--- src/rtl/core/hsa_pkg.sv ---
// Shared constants and types of the HSP saturation adjust block.
package hsa_pkg;

    localparam int ChanW   = 8;
    localparam int WeightW = 16;
    localparam int GainW   = 16;
    localparam int SumW    = 34;
    localparam int RootW   = 17;
    localparam int RemW    = 19;
    localparam int NumCells = 17;
    localparam int ProdW   = 36;
    localparam int DiffW   = 18;
    localparam int ValW    = 38;

    localparam logic [ChanW-1:0] PixMax = 8'd255;

    localparam logic [GainW-1:0]   GainReset  = 16'd4096;
    localparam logic [WeightW-1:0] RedReset   = 16'd19595;
    localparam logic [WeightW-1:0] GreenReset = 16'd38470;
    localparam logic [WeightW-1:0] BlueReset  = 16'd7471;

    typedef enum logic [1:0] {
        REG_GAIN  = 2'd0,
        REG_RED   = 2'd1,
        REG_GREEN = 2'd2,
        REG_BLUE  = 2'd3
    } t_reg_idx;

    typedef struct packed {
        logic [ChanW-1:0] red;
        logic [ChanW-1:0] green;
        logic [ChanW-1:0] blue;
        logic [ChanW-1:0] alpha;
    } t_pixel;

    // Payload that travels along the row of square root cells.
    typedef struct packed {
        logic             vld;
        logic             bypass;
        t_pixel           pix;
        logic [SumW-1:0]  rad;
        logic [RemW-1:0]  rem;
        logic [RootW-1:0] root;
    } t_cell;

endpackage

--- src/rtl/core/hsa_chan_adjust.sv ---
// Two-stage channel adjustment: gain product, then rounding and range check.
module hsa_chan_adjust
    import hsa_pkg::*;
(
    input  logic               i_clk,
    input  logic               i_en,
    input  logic [RootW-1:0]   i_root,
    input  logic [ChanW-1:0]   i_chan,
    input  logic [GainW-1:0]   i_gain,
    output logic [ChanW-1:0]   o_chan,
    output logic               o_ok
);

    logic signed [DiffW-1:0] w_diff;
    logic signed [ProdW-1:0] r_prod;
    logic        [RootW-1:0] r_root;
    logic signed [ValW-1:0]  w_val;
    logic        [ValW-1:0]  w_mag;
    logic        [ValW-1:0]  w_rnd;
    logic        [ChanW-1:0] r_chan;
    logic                    r_ok;

    assign w_diff = $signed({2'b00, i_chan, 8'h00}) - $signed({1'b0, i_root});

    always_ff @(posedge i_clk) begin
        if (i_en) begin
            r_prod <= ProdW'(w_diff * $signed({1'b0, i_gain}));
            r_root <= i_root;
        end
    end

    assign w_val = $signed({{(ValW-RootW-12){1'b0}}, r_root, 12'h000})
                 + ValW'(r_prod);
    assign w_mag = w_val[ValW-1] ? ValW'(-w_val) : ValW'(w_val);
    assign w_rnd = (w_mag + (ValW'(1) << 19)) >> 20;

    always_ff @(posedge i_clk) begin
        if (i_en) begin
            r_chan <= w_rnd[ChanW-1:0];
            r_ok   <= (w_rnd[ValW-1:ChanW] == '0)
                   && (!w_val[ValW-1] || w_rnd == '0);
        end
    end

    assign o_chan = r_chan;
    assign o_ok   = r_ok;

endmodule
--- config.mk ---
export PLATFORM = sky130hd
export DESIGN_NAME = hsa_chan_adjust
export DESIGN_NICKNAME = d
export VERILOG_FILES = /design/src/rtl/core/hsa_pkg.sv /design/src/rtl/core/hsa_chan_adjust.sv
export SDC_FILE = /design/constraint.sdc
export NUM_CORES = 1
export LEC_CHECK = 0
export ABC_AREA = 1
export ABC_CLOCK_PERIOD_IN_PS = 9200
export BUFFER_PORTS_ARGS = -buffer_cell sky130_fd_sc_hd__buf_2
export CORE_MARGIN = 2
export CORE_UTILIZATION = 60
export CTS_CLUSTER_SIZE = 12
export DETAILED_ROUTE_END_ITERATION = 10
export PLACE_DENSITY = 0.85
export SLEW_MARGIN = 10
export SYNTH_ARGS = -nofsm -noshare
export SYNTH_HDL_FRONTEND = slang
export SYNTH_SLANG_ARGS = --single-unit
--- constraint.sdc ---
create_clock -name i_clk -period 9.2 [get_ports i_clk]
set_input_delay 0.92 -clock i_clk [delete_from_list [all_inputs] [get_ports i_clk]]
set_output_delay 0.92 -clock i_clk [all_outputs]
set_load 0.02 [all_outputs]
==> run_summary.xml <==
<?xml version="1.0" encoding="UTF-8"?>
<metrics>
  <group name="worst_setup_path">
    <metric name="worstSetupPathType" unit="">primary input to flip-flop</metric>
    <metric name="cp-end-kind" unit="">flip-flop</metric>
    <metric name="worst-endpoint-required" unit="ns">9.30</metric>
    <metric name="timing.critical_path.arrival" unit="ns">8.73</metric>
    <metric name="path_max_fanout" unit="">9</metric>
    <metric name="startpoint_type" unit="">primary input</metric>
    <metric name="crit_path_top_delay_cell" unit="">sky130_fd_sc_hd__fa_1</metric>
    <metric name="timing.reg2reg.setup_slack" unit="ns">5.32</metric>
    <metric name="path_common_cell" unit="">sky130_fd_sc_hd__inv_1</metric>
    <metric name="critical_path.max_stage_delay" unit="ns">0.56</metric>
  </group>
  <group name="yosys">
    <metric name="ys_ff_latch" unit="">61</metric>
    <metric name="largest_family_of_logic_cells_by_synthesized_area" unit="">adder cells</metric>
    <metric name="ys_warn_count" unit="">0</metric>
    <metric name="syn_area_per_cell" unit="µm²">7.56</metric>
    <metric name="synth-edff-count" unit="">61</metric>
    <metric name="portion_of_netlist_area_occupied_by_mux_cells" unit="%">0</metric>
    <metric name="yosys.area_share.adder" unit="%">45.2</metric>
    <metric name="synth_compound_gate_area_share" unit="%">3.79</metric>
    <metric name="syn_nets" unit="">2567</metric>
    <metric name="syn_area" unit="mm²">0.0160</metric>
    <metric name="synth.yosys.seq_area_share" unit="%">11.4</metric>
    <metric name="synth_cell_types" unit="">41</metric>
    <metric name="synth_simple_gate_area_share" unit="%">21.7</metric>
    <metric name="most_used_dff_post_synth" unit="">sky130_fd_sc_hd__edfxtp_1</metric>
    <metric name="async_flop_share" unit="%">0</metric>
    <metric name="post_synth_xor_area_fraction" unit="%">3.06</metric>
    <metric name="netlist_instances" unit="">2119</metric>
  </group>
  <group name="placed_design">
    <metric name="cell_area_placed" unit="mm²">0.0166</metric>
    <metric name="post-dp-hpwl" unit="µm">34800</metric>
    <metric name="finalWeightedCongestion" unit="">0.993</metric>
    <metric name="portBuffers" unit="">51</metric>
  </group>
  <group name="drt">
    <metric name="wl_met3" unit="µm">2840</metric>
    <metric name="wire_per_inst" unit="µm">16.6</metric>
    <metric name="routed_wirelength" unit="µm">41400</metric>
    <metric name="via_per_inst" unit="">5.41</metric>
    <metric name="route.detailed.drc" unit="">2</metric>
    <metric name="wl_met1" unit="µm">16100</metric>
    <metric name="initialDrtViolationCount" unit="">1049</metric>
    <metric name="dr.pass1.iters" unit="">8</metric>
    <metric name="routed-wl-met2" unit="µm">20700</metric>
    <metric name="drtAntennaViolNets" unit="">0</metric>
    <metric name="vias" unit="">13506</metric>
    <metric name="top_layer" unit="">met4</metric>
  </group>
  <group name="global_route">
    <metric name="total_grt_overflow" unit="">0</metric>
    <metric name="first_global_vias" unit="">14197</metric>
    <metric name="grt_antenna_before_repair" unit="">0</metric>
    <metric name="grt_usage" unit="%">31.2</metric>
    <metric name="grt_max_degree" unit="">62</metric>
    <metric name="grt_pass1_wl" unit="µm">68800</metric>
  </group>
  <group name="clocking">
    <metric name="worst_case_clock_buffer_depth" unit="">2</metric>
    <metric name="clock_sink_count" unit="">61</metric>
    <metric name="cts_hold_buf" unit="">0</metric>
    <metric name="clock_tree.htree_level_count" unit="">3</metric>
    <metric name="cts-buffers-inserted" unit="">9</metric>
    <metric name="cts_tree" unit="">built</metric>
    <metric name="master_cell_of_the_clock_root_buffer" unit="">sky130_fd_sc_hd__clkbuf_16</metric>
    <metric name="clkLatencyLatePin" unit="ns">0.34</metric>
    <metric name="clock_transition_at_path_regs" unit="ns">0.06</metric>
  </group>
  <group name="cells_and_area">
    <metric name="nFillCells" unit="">2221</metric>
    <metric name="layout_commonest_cell" unit="">sky130_fd_sc_hd__inv_1</metric>
    <metric name="layout.core_utilization" unit="%">64.8</metric>
    <metric name="syn_to_final_growth" unit="%">5.73</metric>
    <metric name="layout_common_cells" unit="">568 x sky130_fd_sc_hd__inv_1, 531 x sky130_fd_sc_hd__nand2_1, 288 x sky130_fd_sc_hd__fa_1</metric>
    <metric name="final_area" unit="mm²">0.0169</metric>
    <metric name="seqCellArea" unit="mm²">0.00183</metric>
    <metric name="multi_input_area" unit="mm²">0.0118</metric>
    <metric name="fin_nets" unit="">2605</metric>
    <metric name="drive_above_1_share" unit="%">5.27</metric>
  </group>
  <group name="min_path">
    <metric name="hp-class" unit="">primary input to flip-flop</metric>
  </group>
  <group name="die">
    <metric name="floorplan.rows" unit="">59</metric>
    <metric name="floorplan.die.height" unit="µm">167</metric>
    <metric name="io-pin-count" unit="">52</metric>
    <metric name="die_w" unit="µm">167</metric>
    <metric name="die_area" unit="mm²">0.0280</metric>
    <metric name="core_area" unit="mm²">0.0261</metric>
    <metric name="initial_utilization" unit="%">61.3</metric>
  </group>
  <group name="timing">
    <metric name="timing.final.setup_violations" unit="">0</metric>
    <metric name="final.period_utilization" unit="%">93.8</metric>
    <metric name="max_freq" unit="MHz">116</metric>
    <metric name="maxSlewViolCount" unit="">0</metric>
    <metric name="layout_min_cycle_time" unit="ns">8.63</metric>
    <metric name="fin_worst_skew" unit="ns">0.0102</metric>
    <metric name="hold_slack" unit="ns">0.769</metric>
    <metric name="rsz0062_at_grt" unit="">false</metric>
    <metric name="timing.final.hold_violations" unit="">0</metric>
    <metric name="worstMarginPinSlew" unit="ns">0.787</metric>
    <metric name="relative_max_transition_margin" unit="%">47.5</metric>
    <metric name="setup_total_negative_slack" unit="ns">0</metric>
  </group>
  <group name="status">
    <metric name="violations" unit="">design-rule violations</metric>
    <metric name="run_status" unit="">finished, violations left</metric>
  </group>
  <group name="job">
    <metric name="max_cap_viols" unit="">0</metric>
  </group>
</metrics>
## stage by stage
stage	instances	worst slack (ns)
4_1_cts	2496	0.498
3_5_place_dp	2480	0.137
6_report	2498	0.568
3_3_place_gp	2480	0.557
5_1_grt	2497	0.00565
2_1_floorplan	2119	1.04
## critical path, delay by kind of cell
kind,cells,cell delay [ns]
and+or+nand+nor,16,1.79
buffers and inverters,11,0.79
adders and majority gates,8,3.58
AOI/OAI and AO/OA,8,1.64
## routing by layer
layer | global-route usage, % | vias to the layer above
met5 | 0 | -
met2 | 56.0 | 534
met1 | 38.3 | 6577
li1 | - | 6269
met4 | 12.6 | 0
met3 | 4.09 | 126
## flip-flops by register name, summed over array words and instances, names as in the netlist
signal	count
o_chan	8
r_prod	35
r_root	17
o_ok	1
## cells in the mapped netlist (4+ instances only)
cell type | number | share of area (%)
sky130_fd_sc_hd__o21ai_0 | 25 | 0.78
sky130_fd_sc_hd__nor3_1 | 11 | 0.34
sky130_fd_sc_hd__a21boi_0 | 4 | 0.19
sky130_fd_sc_hd__a21oi_1 | 59 | 1.8
sky130_fd_sc_hd__clkinv_1 | 6 | 0.14
sky130_fd_sc_hd__xor2_1 | 32 | 1.8
sky130_fd_sc_hd__o21ai_1 | 5 | 0.16
sky130_fd_sc_hd__ha_1 | 117 | 9.1
sky130_fd_sc_hd__nand3_1 | 80 | 2.5
sky130_fd_sc_hd__fa_1 | 288 | 36
sky130_fd_sc_hd__nand3b_1 | 4 | 0.19
sky130_fd_sc_hd__inv_1 | 569 | 13
sky130_fd_sc_hd__nand4_1 | 15 | 0.59
sky130_fd_sc_hd__clkbuf_1 | 37 | 0.87
sky130_fd_sc_hd__or2_2 | 11 | 0.43
sky130_fd_sc_hd__xnor2_1 | 24 | 1.3
sky130_fd_sc_hd__edfxtp_1 | 61 | 11
sky130_fd_sc_hd__nor2_1 | 202 | 4.7
sky130_fd_sc_hd__buf_2 | 4 | 0.13
sky130_fd_sc_hd__nand2_1 | 531 | 12
## cell families after synthesis
group,count (synthesis)
compound gates,109
xor+xnor,56
fa+ha+maj,405
buf+inv,623
flops,61
simple gates,865
## timing repair
item                                    in CTS  in global routing
endpoints found under the setup margin       0                  6
setup buffers                                0                  1
resized for setup                            0                  3
## final cells by class
type | instances | area share, %
sequential | 61 | 10.8
multi-input combinational | 1435 | 69.8
clock inverter | 7 | 0.288
timing repair buffer | 72 | 2.44
tap | 335 | 2.48
clock buffer | 9 | 1.33
antenna | 1 | 0.0148
inverter | 578 | 12.8
## path summary, 6_finish.rpt
check	to	from	cells past startpoint
worst min-delay path	r_root[15]	i_root[15]	1
worst max register to register	o_ok	r_prod[12]	23
worst max-delay path	r_prod[32]	i_root[0]	43
worst min register to register	o_ok	r_prod[34]	7
Power is left out: the tool's default activity adds up to more than one toggle a clock period on the data nets, which glitch-free logic cannot reach.
