<file path="config.mk">
export PLATFORM = sky130hd
export DESIGN_NAME = hsa_sqrt_cell
export DESIGN_NICKNAME = d
export VERILOG_FILES = /design/src/rtl/core/hsa_pkg.sv /design/src/rtl/core/hsa_sqrt_cell.sv
export SDC_FILE = /design/constraint.sdc
export NUM_CORES = 1
export LEC_CHECK = 0
export BUFFER_PORTS_ARGS = -buffer_cell sky130_fd_sc_hd__buf_2
export CAP_MARGIN = 20
export CORE_UTILIZATION = 40
export DETAILED_ROUTE_END_ITERATION = 10
export GPL_ROUTABILITY_DRIVEN = 0
export PLACE_DENSITY = 0.73
export SKIP_LAST_GASP = 1
export SLEW_MARGIN = 20
export SYNTH_ARGS = -nofsm -noshare
export SYNTH_HDL_FRONTEND = slang
export SYNTH_SLANG_ARGS = --single-unit
</file>
<file path="constraint.sdc">
create_clock -name i_clk -period 3.3 [get_ports i_clk]
set_input_delay 0.495 -clock i_clk [delete_from_list [all_inputs] [get_ports i_clk]]
set_output_delay 0.495 -clock i_clk [all_outputs]
set_load 0.01 [all_outputs]
</file>
<file path="src/rtl/core/hsa_pkg.sv">
// Shared constants and types of the HSP saturation adjust block.
package hsa_pkg;

    localparam int ChanW   = 8;
    localparam int WeightW = 16;
    localparam int GainW   = 16;
    localparam int SumW    = 34;
    localparam int RootW   = 17;
    localparam int RemW    = 19;
    localparam int NumCells = 17;
    localparam int ProdW   = 36;
    localparam int DiffW   = 18;
    localparam int ValW    = 38;

    localparam logic [ChanW-1:0] PixMax = 8'd255;

    localparam logic [GainW-1:0]   GainReset  = 16'd4096;
    localparam logic [WeightW-1:0] RedReset   = 16'd19595;
    localparam logic [WeightW-1:0] GreenReset = 16'd38470;
    localparam logic [WeightW-1:0] BlueReset  = 16'd7471;

    typedef enum logic [1:0] {
        REG_GAIN  = 2'd0,
        REG_RED   = 2'd1,
        REG_GREEN = 2'd2,
        REG_BLUE  = 2'd3
    } t_reg_idx;

    typedef struct packed {
        logic [ChanW-1:0] red;
        logic [ChanW-1:0] green;
        logic [ChanW-1:0] blue;
        logic [ChanW-1:0] alpha;
    } t_pixel;

    // Payload that travels along the row of square root cells.
    typedef struct packed {
        logic             vld;
        logic             bypass;
        t_pixel           pix;
        logic [SumW-1:0]  rad;
        logic [RemW-1:0]  rem;
        logic [RootW-1:0] root;
    } t_cell;

endpackage

</file>
<file path="src/rtl/core/hsa_sqrt_cell.sv">
// One cell of the square root row: resolves one root bit and holds it for the next cell.
module hsa_sqrt_cell
    import hsa_pkg::*;
(
    input  logic   i_clk,
    input  logic   i_rst_n,
    input  logic   i_en,
    input  t_cell  i_cell,
    output t_cell  o_cell
);

    t_cell r_cell;
    t_cell n_cell;
    logic [RemW-1:0] w_rem;
    logic [RemW-1:0] w_trial;

    always_comb begin
        n_cell = i_cell;
        w_rem   = {i_cell.rem[RemW-3:0], i_cell.rad[SumW-1:SumW-2]};
        w_trial = {i_cell.root, 2'b01};
        n_cell.rad = {i_cell.rad[SumW-3:0], 2'b00};
        if (w_rem >= w_trial) begin
            n_cell.rem  = w_rem - w_trial;
            n_cell.root = {i_cell.root[RootW-2:0], 1'b1};
        end else begin
            n_cell.rem  = w_rem;
            n_cell.root = {i_cell.root[RootW-2:0], 1'b0};
        end
    end

    always_ff @(posedge i_clk) begin
        if (!i_rst_n) begin
            r_cell.vld <= 1'b0;
        end else if (i_en) begin
            r_cell <= n_cell;
        end
    end

    assign o_cell = r_cell;

endmodule

</file>
==> out/metrics.yaml, run 1 <==
ir_drop_mv: 0.262
reg2reg_depth: 2
avgSynthCellArea_um2: 15.2
ctsResizeCount: 0
final_layout_size_suffix_gt1_share_pct: 48.3
grt_pass1_wl_mm: 16.0
period_share_pct: 80.1
yosysSeqAreaShare_pct: 67.1
cp_slowest_cell: "ha_1"
yosys-top-cells-count: "edfxtp_1 (101), inv_1 (24), ha_1 (19), a21oi_1 (12)"
wl_met2_mm: 5.55
synthFlopType: "edfxtp_1"
cp_num_buf_inv: 3
cts_sinks: 102
final_cell_area_um2: 6000
grt_max_degree: 56
clockRootBuffer: "clkbuf_16"
slowest_delay_ns: 0.44
relSlewSlack_pct: 57.8
power.leakage_nw: 2.59
cts_tree: "built"
clock_skew_ns: 0
port_buffers: 206
cts_hold_buffers: 0
ios: 211
core_um2: 11000
first_pass_iters: 4
cp_data_arrival_time_ns: 2.74
crit_path_end_kind: "register"
path_clk_slew_ns: 0.08
first_iter_violations: 180
synth_edf_count: 101
critPathMaxFanout: 18
start_util_pct: 41.4
wl_met1_mm: 4.35
drc: 0
tns_ns: 0
clk_latency_ns: 0.34
yosysWarnings: 0
cts_buffers: 9
setup_viol: 0
tightest_slew_ns: 0.632
dp.cells: 639
grt_util_all_layers_pct: 18.3
powerDensity_nw_per_um2: 518
synth_top_cells_by_area: "edfxtp_1 (67%), ha_1 (5.2%), xnor2_1 (2.1%), inv_1 (2.0%), mux2_2 (2.0%)"
netlist.area_leader.share_pct: 66.6
start_kind: "primary input"
htree_levels: 3
area_growth_pct: 31.8
post_cts_buffers: 0
grt_antenna_before_repair: 1
met3_length_mm: 1.00
via_per_inst: 4.93
yosys_register_bits: 102
grt_setup_unrepaired: "false"
fmax_ghz: 0.378
hpwl_mm: 8.67
status: "completed"
vias: 3233
period_needed_ns: 2.64
place_area_um2: 5710
fp.dieH_um: 109
slew_viol_final: 0
maxCapViolCount: 0
yosysUniqueCellTypes: 51
largest_reg_flops: 102
hold_depth: 1
critPathRequiredTime_ns: 3.39
hold_viol: 0
critPathTopFamily: "compound AO/OA/AOI/OAI gates"
totalPowerFinal_w: 0.00311
antenna_left: 0
synth_most_common_cell: "edfxtp_1"
min_path_type: "primary input to register"
grt_pass1_vias: 3117
clock_path_buffers: 2
syn-cell-area_um2: 4550
final_nets: 636
final_cells: 656
fin_util_pct: 54.6
die_width_um: 109
cp_cell_sequence: "buf_2 -> inv_1 -> ha_1 -> and4_4 -> o211ai_2 -> a311oi_2 -> nor3_4 -> o21a_4 -> inv_8 -> mux2_2"
syn_inst: 299
routed_wl_mm: 11.2
crit_cells: 10
placement_rows: 38
die_area_um2: 11800
synth_top_area_cell: "edfxtp_1"
worstSetupPathType: "primary input to register"
topRoutingLayerUsed: "met4"
ys_async_sr_fraction_pct: 0
wl_per_cell_um: 17.0
grt_overflow: 0
==> report_power, final <==
part | internal (W) | switching [W] | total (W) | leakage [nW]
Sequential | 0.00154 | 0.0000224 | 0.00156 | 0.956
Clock | 0.000525 | 0.000485 | 0.00101 | 0.133
Combinational | 0.000245 | 0.000295 | 0.000540 | 1.50
==> layer usage <==
metal	GRT usage (%)	vias to the layer above
li1	-	1558
met1	20.6	1524
met2	31.9	132
met3	5.62	19
met4	8.40	0
met5	0	-
==> metrics by stage <==
| stage | hold slack (ns) | setup WS, ns |
|---|---|---|
| floorplan | 0.538 | 0.00303 |
| global placement | 0.496 | 0.374 |
| detailed placement | 0.521 | 0.327 |
| CTS | 0.310 | 0.684 |
| global route | 0.305 | 0.574 |
| finish | 0.321 | 0.655 |
==> worst register-to-register path, cell delays in order, from the launching register on <==
cell	delay, ns
dfxtp_1	0.31
mux2i_1	0.12
nor2b_1	0.06
==> logic make-up after synthesis <==
logic type / synth area share [%]
other: 0.0824
AOI/OAI and AO/OA: 11.0
and+or+nand+nor: 4.98
muxes: 4.84
DFF: 67.1
buffers and inverters: 4.26
xor gates and xnor gates: 2.50
adders and majority gates: 5.22
==> layout by cell type, fill, tap and decap left out, types with 6 or more instances in the layout <==
| cell | n |
|---|---|
| inv_1 | 24 |
| edfxtp_1 | 101 |
| mux2_2 | 8 |
| o21a_1 | 7 |
| buf_2 | 206 |
| xnor2_1 | 11 |
| nor2_1 | 11 |
| a21oi_1 | 12 |
| nand2_1 | 11 |
| ha_1 | 19 |
| o211ai_1 | 6 |
| mux2_4 | 6 |
| o21ai_0 | 8 |
| clkbuf_16 | 9 |
==> area by class of cell <==
| cell class | instances | area [um^2] |
|---|---|---|
| Antenna cell | 1 | 2.50 |
| Inverter | 25 | 101 |
| Clock inverter | 6 | 55.1 |
| Timing Repair Buffer | 210 | 1070 |
| Sequential cell | 102 | 3050 |
| Clock buffer | 10 | 229 |
| Fill cell | 931 | 4980 |
| Multi-Input combinational cell | 162 | 1310 |
| Tap cell | 140 | 175 |
==> path summary, 6_finish.rpt <==
path	start	endpoint	slack [ns]
worst min-delay path	i_cell[66]	o_cell[68]$_DFFE_PP_	0.32
worst max register to register	o_cell[103]$_SDFFE_PN0P_	o_cell[103]$_SDFFE_PN0P_	2.71
worst min register to register	o_cell[103]$_SDFFE_PN0P_	o_cell[103]$_SDFFE_PN0P_	0.53
worst max-delay path	i_cell[9]	o_cell[24]$_DFFE_PP_	0.66
Note: power is estimated with default switching activity, not from simulation.
==> run 2: changes to the inputs <==
--- a/config.mk
+++ b/config.mk
@@ -10,7 +10,7 @@
 export CORE_UTILIZATION = 40
 export DETAILED_ROUTE_END_ITERATION = 10
 export GPL_ROUTABILITY_DRIVEN = 0
-export PLACE_DENSITY = 0.73
+export PLACE_DENSITY = 0.7
 export SKIP_LAST_GASP = 1
 export SLEW_MARGIN = 20
 export SYNTH_ARGS = -nofsm -noshare
==> constraint.sdc (replaced) <==
create_clock -name i_clk -period 2.65 [get_ports i_clk]
set_input_delay 0.3975 -clock i_clk [delete_from_list [all_inputs] [get_ports i_clk]]
set_output_delay 0.3975 -clock i_clk [all_outputs]
set_load 0.01 [all_outputs]
==> out/metrics.yaml, run 2 (synthesis gave the netlist of run 1 again) <==
status: "completed"
period_needed_ns: 2.29
first_pass_iters: 4  # unchanged
grt_pass1_wl_mm: 15.8  # -1.0%
grt_setup_unrepaired: "false"
placement_rows: 38  # unchanged
clock_skew_ns: 0  # unchanged
grt_max_degree: 65  # +16%
grt_antenna_before_repair: 2  # +1
place_ws_ns: -0.0304  # -0.358 ns
final_layout_size_suffix_gt1_share_pct: 50.4  # +2.0 points
min_path_type: "primary input to register"
die_area_um2: 11800  # unchanged
cp_cell_sequence: "buf_2 -> inv_1 -> ha_1 -> and3_1 -> o21ai_0 -> a311oi_2 -> nor3_4 -> o21a_4 -> inv_8 -> mux2_2"
drc: 0  # unchanged
fill_cells: 956  # +2.7%
via_per_inst: 4.87  # -1.3%
worstSetupPathType: "primary input to register"
antenna_left: 0  # unchanged
core_um2: 11000  # unchanged
critPathMaxFanout: 17  # -1
clockRootBuffer: "clkbuf_16"
vias: 3284  # +1.6%
mostFrequentLayoutCells: "buf_2 (206), edfxtp_1 (101), inv_1 (24)"
port_buffers: 206  # unchanged
totalPowerFinal_w: 0.00390  # +25%
period_share_pct: 86.5
grt_pass1_vias: 3169  # +1.7%
ios: 211  # unchanged
area_growth_pct: 35.4
crit_path_end_kind: "register"
clock_path_buffers: 2  # unchanged
final_nets: 656  # +3.1%
die_width_um: 109  # unchanged
clk_latency_ns: 0.33  # about the same
fmax_ghz: 0.436
critPathTopFamily: "compound AO/OA/AOI/OAI gates"
cp_slowest_cell: "a311oi_2"
grt_overflow: 0  # unchanged
mostFrequentLayoutCell: "buf_2"
cts_sinks: 102  # unchanged
slowest_delay_ns: 0.37  # -0.07 ns
hold_viol: 0  # unchanged
routed_wl_mm: 10.9  # -2.2%
dp.cells: 659  # +3.1%
setup_slack_ns: 0.358  # -0.297 ns
maxCapViolCount: 0  # unchanged
path_clk_slew_ns: 0.07  # about the same
cp_data_arrival_time_ns: 2.38  # -0.36 ns
powerDensity_nw_per_um2: 633  # +22%
largest_reg_flops: 102  # unchanged
cts_hold_buffers: 0  # unchanged
place_area_um2: 5880  # +2.8%
critPathRequiredTime_ns: 2.74  # -0.65 ns
start_kind: "primary input"
cp_num_buf_inv: 3  # unchanged
setup_viol: 0  # unchanged
slew_viol_final: 0  # unchanged
cts_buffers: 9  # unchanged
htree_levels: 3  # unchanged
power.leakage_nw: 2.69  # +3.9%
final_cell_area_um2: 6160  # +2.7%
ctsResizeCount: 0  # unchanged
start_util_pct: 41.4  # unchanged
hpwl_mm: 8.62  # -0.55%
cts_tree: "built"
fp.dieH_um: 109  # unchanged
wl_per_cell_um: 16.2  # -4.9%
post_cts_buffers: 0  # unchanged
final_cells: 675  # +2.9%
first_iter_violations: 114  # -37%
ir_drop_mv: 0.376  # +44%
grt_util_all_layers_pct: 18.0  # -0.33 points
[run 2: cell count changes in the layout (fill, tap and decap cells not counted), sizes merged]
cell / before / now
clkinv: 2 / 3
clkinvlp: 2 / 1
buf: 210 / 230
clkbuf: 10 / 9
[run 2: through the flow]
stage                     hold slack [ns]  setup TNS [ns]  utilization [%]
after CTS                           0.225               0             56.1
after detailed placement            0.529          -0.180             53.5
after global routing                0.215               0             56.1
after global placement              0.495               0             53.5
after floorplan                     0.496               0                -
final                               0.236               0             56.1
[run 2: final cells by class]
| type | instances | area (um^2) | area share, % |
|---|---|---|---|
| inverter | 25 | 101 | 1.65 |
| tap | 140 | 175 | 2.84 |
| antenna | 1 | 2.50 | 0.0406 |
| timing repair buffer | 230 | 1240 | 20.1 |
| multi-input combinational | 162 | 1310 | 21.3 |
| clock inverter | 6 | 56.3 | 0.914 |
| sequential | 102 | 3050 | 49.6 |
| clock buffer | 9 | 225 | 3.66 |
[run 2: worst paths after layout]
| check | startpoint | to | slack (ns) | depth (start not counted) |
|---|---|---|---|---|
| worst max-delay path | i_cell[2] | o_cell[25]$_DFFE_PP_ | 0.36 | 10 |
| worst min-delay path | i_cell[74] | o_cell[74]$_DFFE_PP_ | 0.24 | 1 |
| worst max register to register | o_cell[103]$_SDFFE_PN0P_ | o_cell[103]$_SDFFE_PN0P_ | 2.04 | 2 |
| worst min register to register | o_cell[103]$_SDFFE_PN0P_ | o_cell[103]$_SDFFE_PN0P_ | 0.54 | 2 |
[run 2: worst register-to-register path: cells and delay by family, from the launching register on]
| family | cells | cell delay, ns |
|---|---|---|
| DFF | 1 | 0.31 |
| muxes | 1 | 0.13 |
| and+or+nand+nor | 1 | 0.06 |
[run 2: routing by layer]
layer | track usage, % | wire length [um]
met5 | 0 | 13
met4 | 5.12 | 112
met3 | 6.28 | 991
met2 | 32.1 | 5560
met1 | 20.2 | 4240
[run 2: power breakdown]
part | internal, W | total [W] | leakage, nW | switching [W]
clock network | 0.000650 | 0.00124 | 0.136 | 0.000591
logic | 0.000340 | 0.000715 | 1.60 | 0.000375
registers | 0.00191 | 0.00194 | 0.956 | 0.0000270
total | 0.00290 | 0.00390 | 2.69 | 0.000992
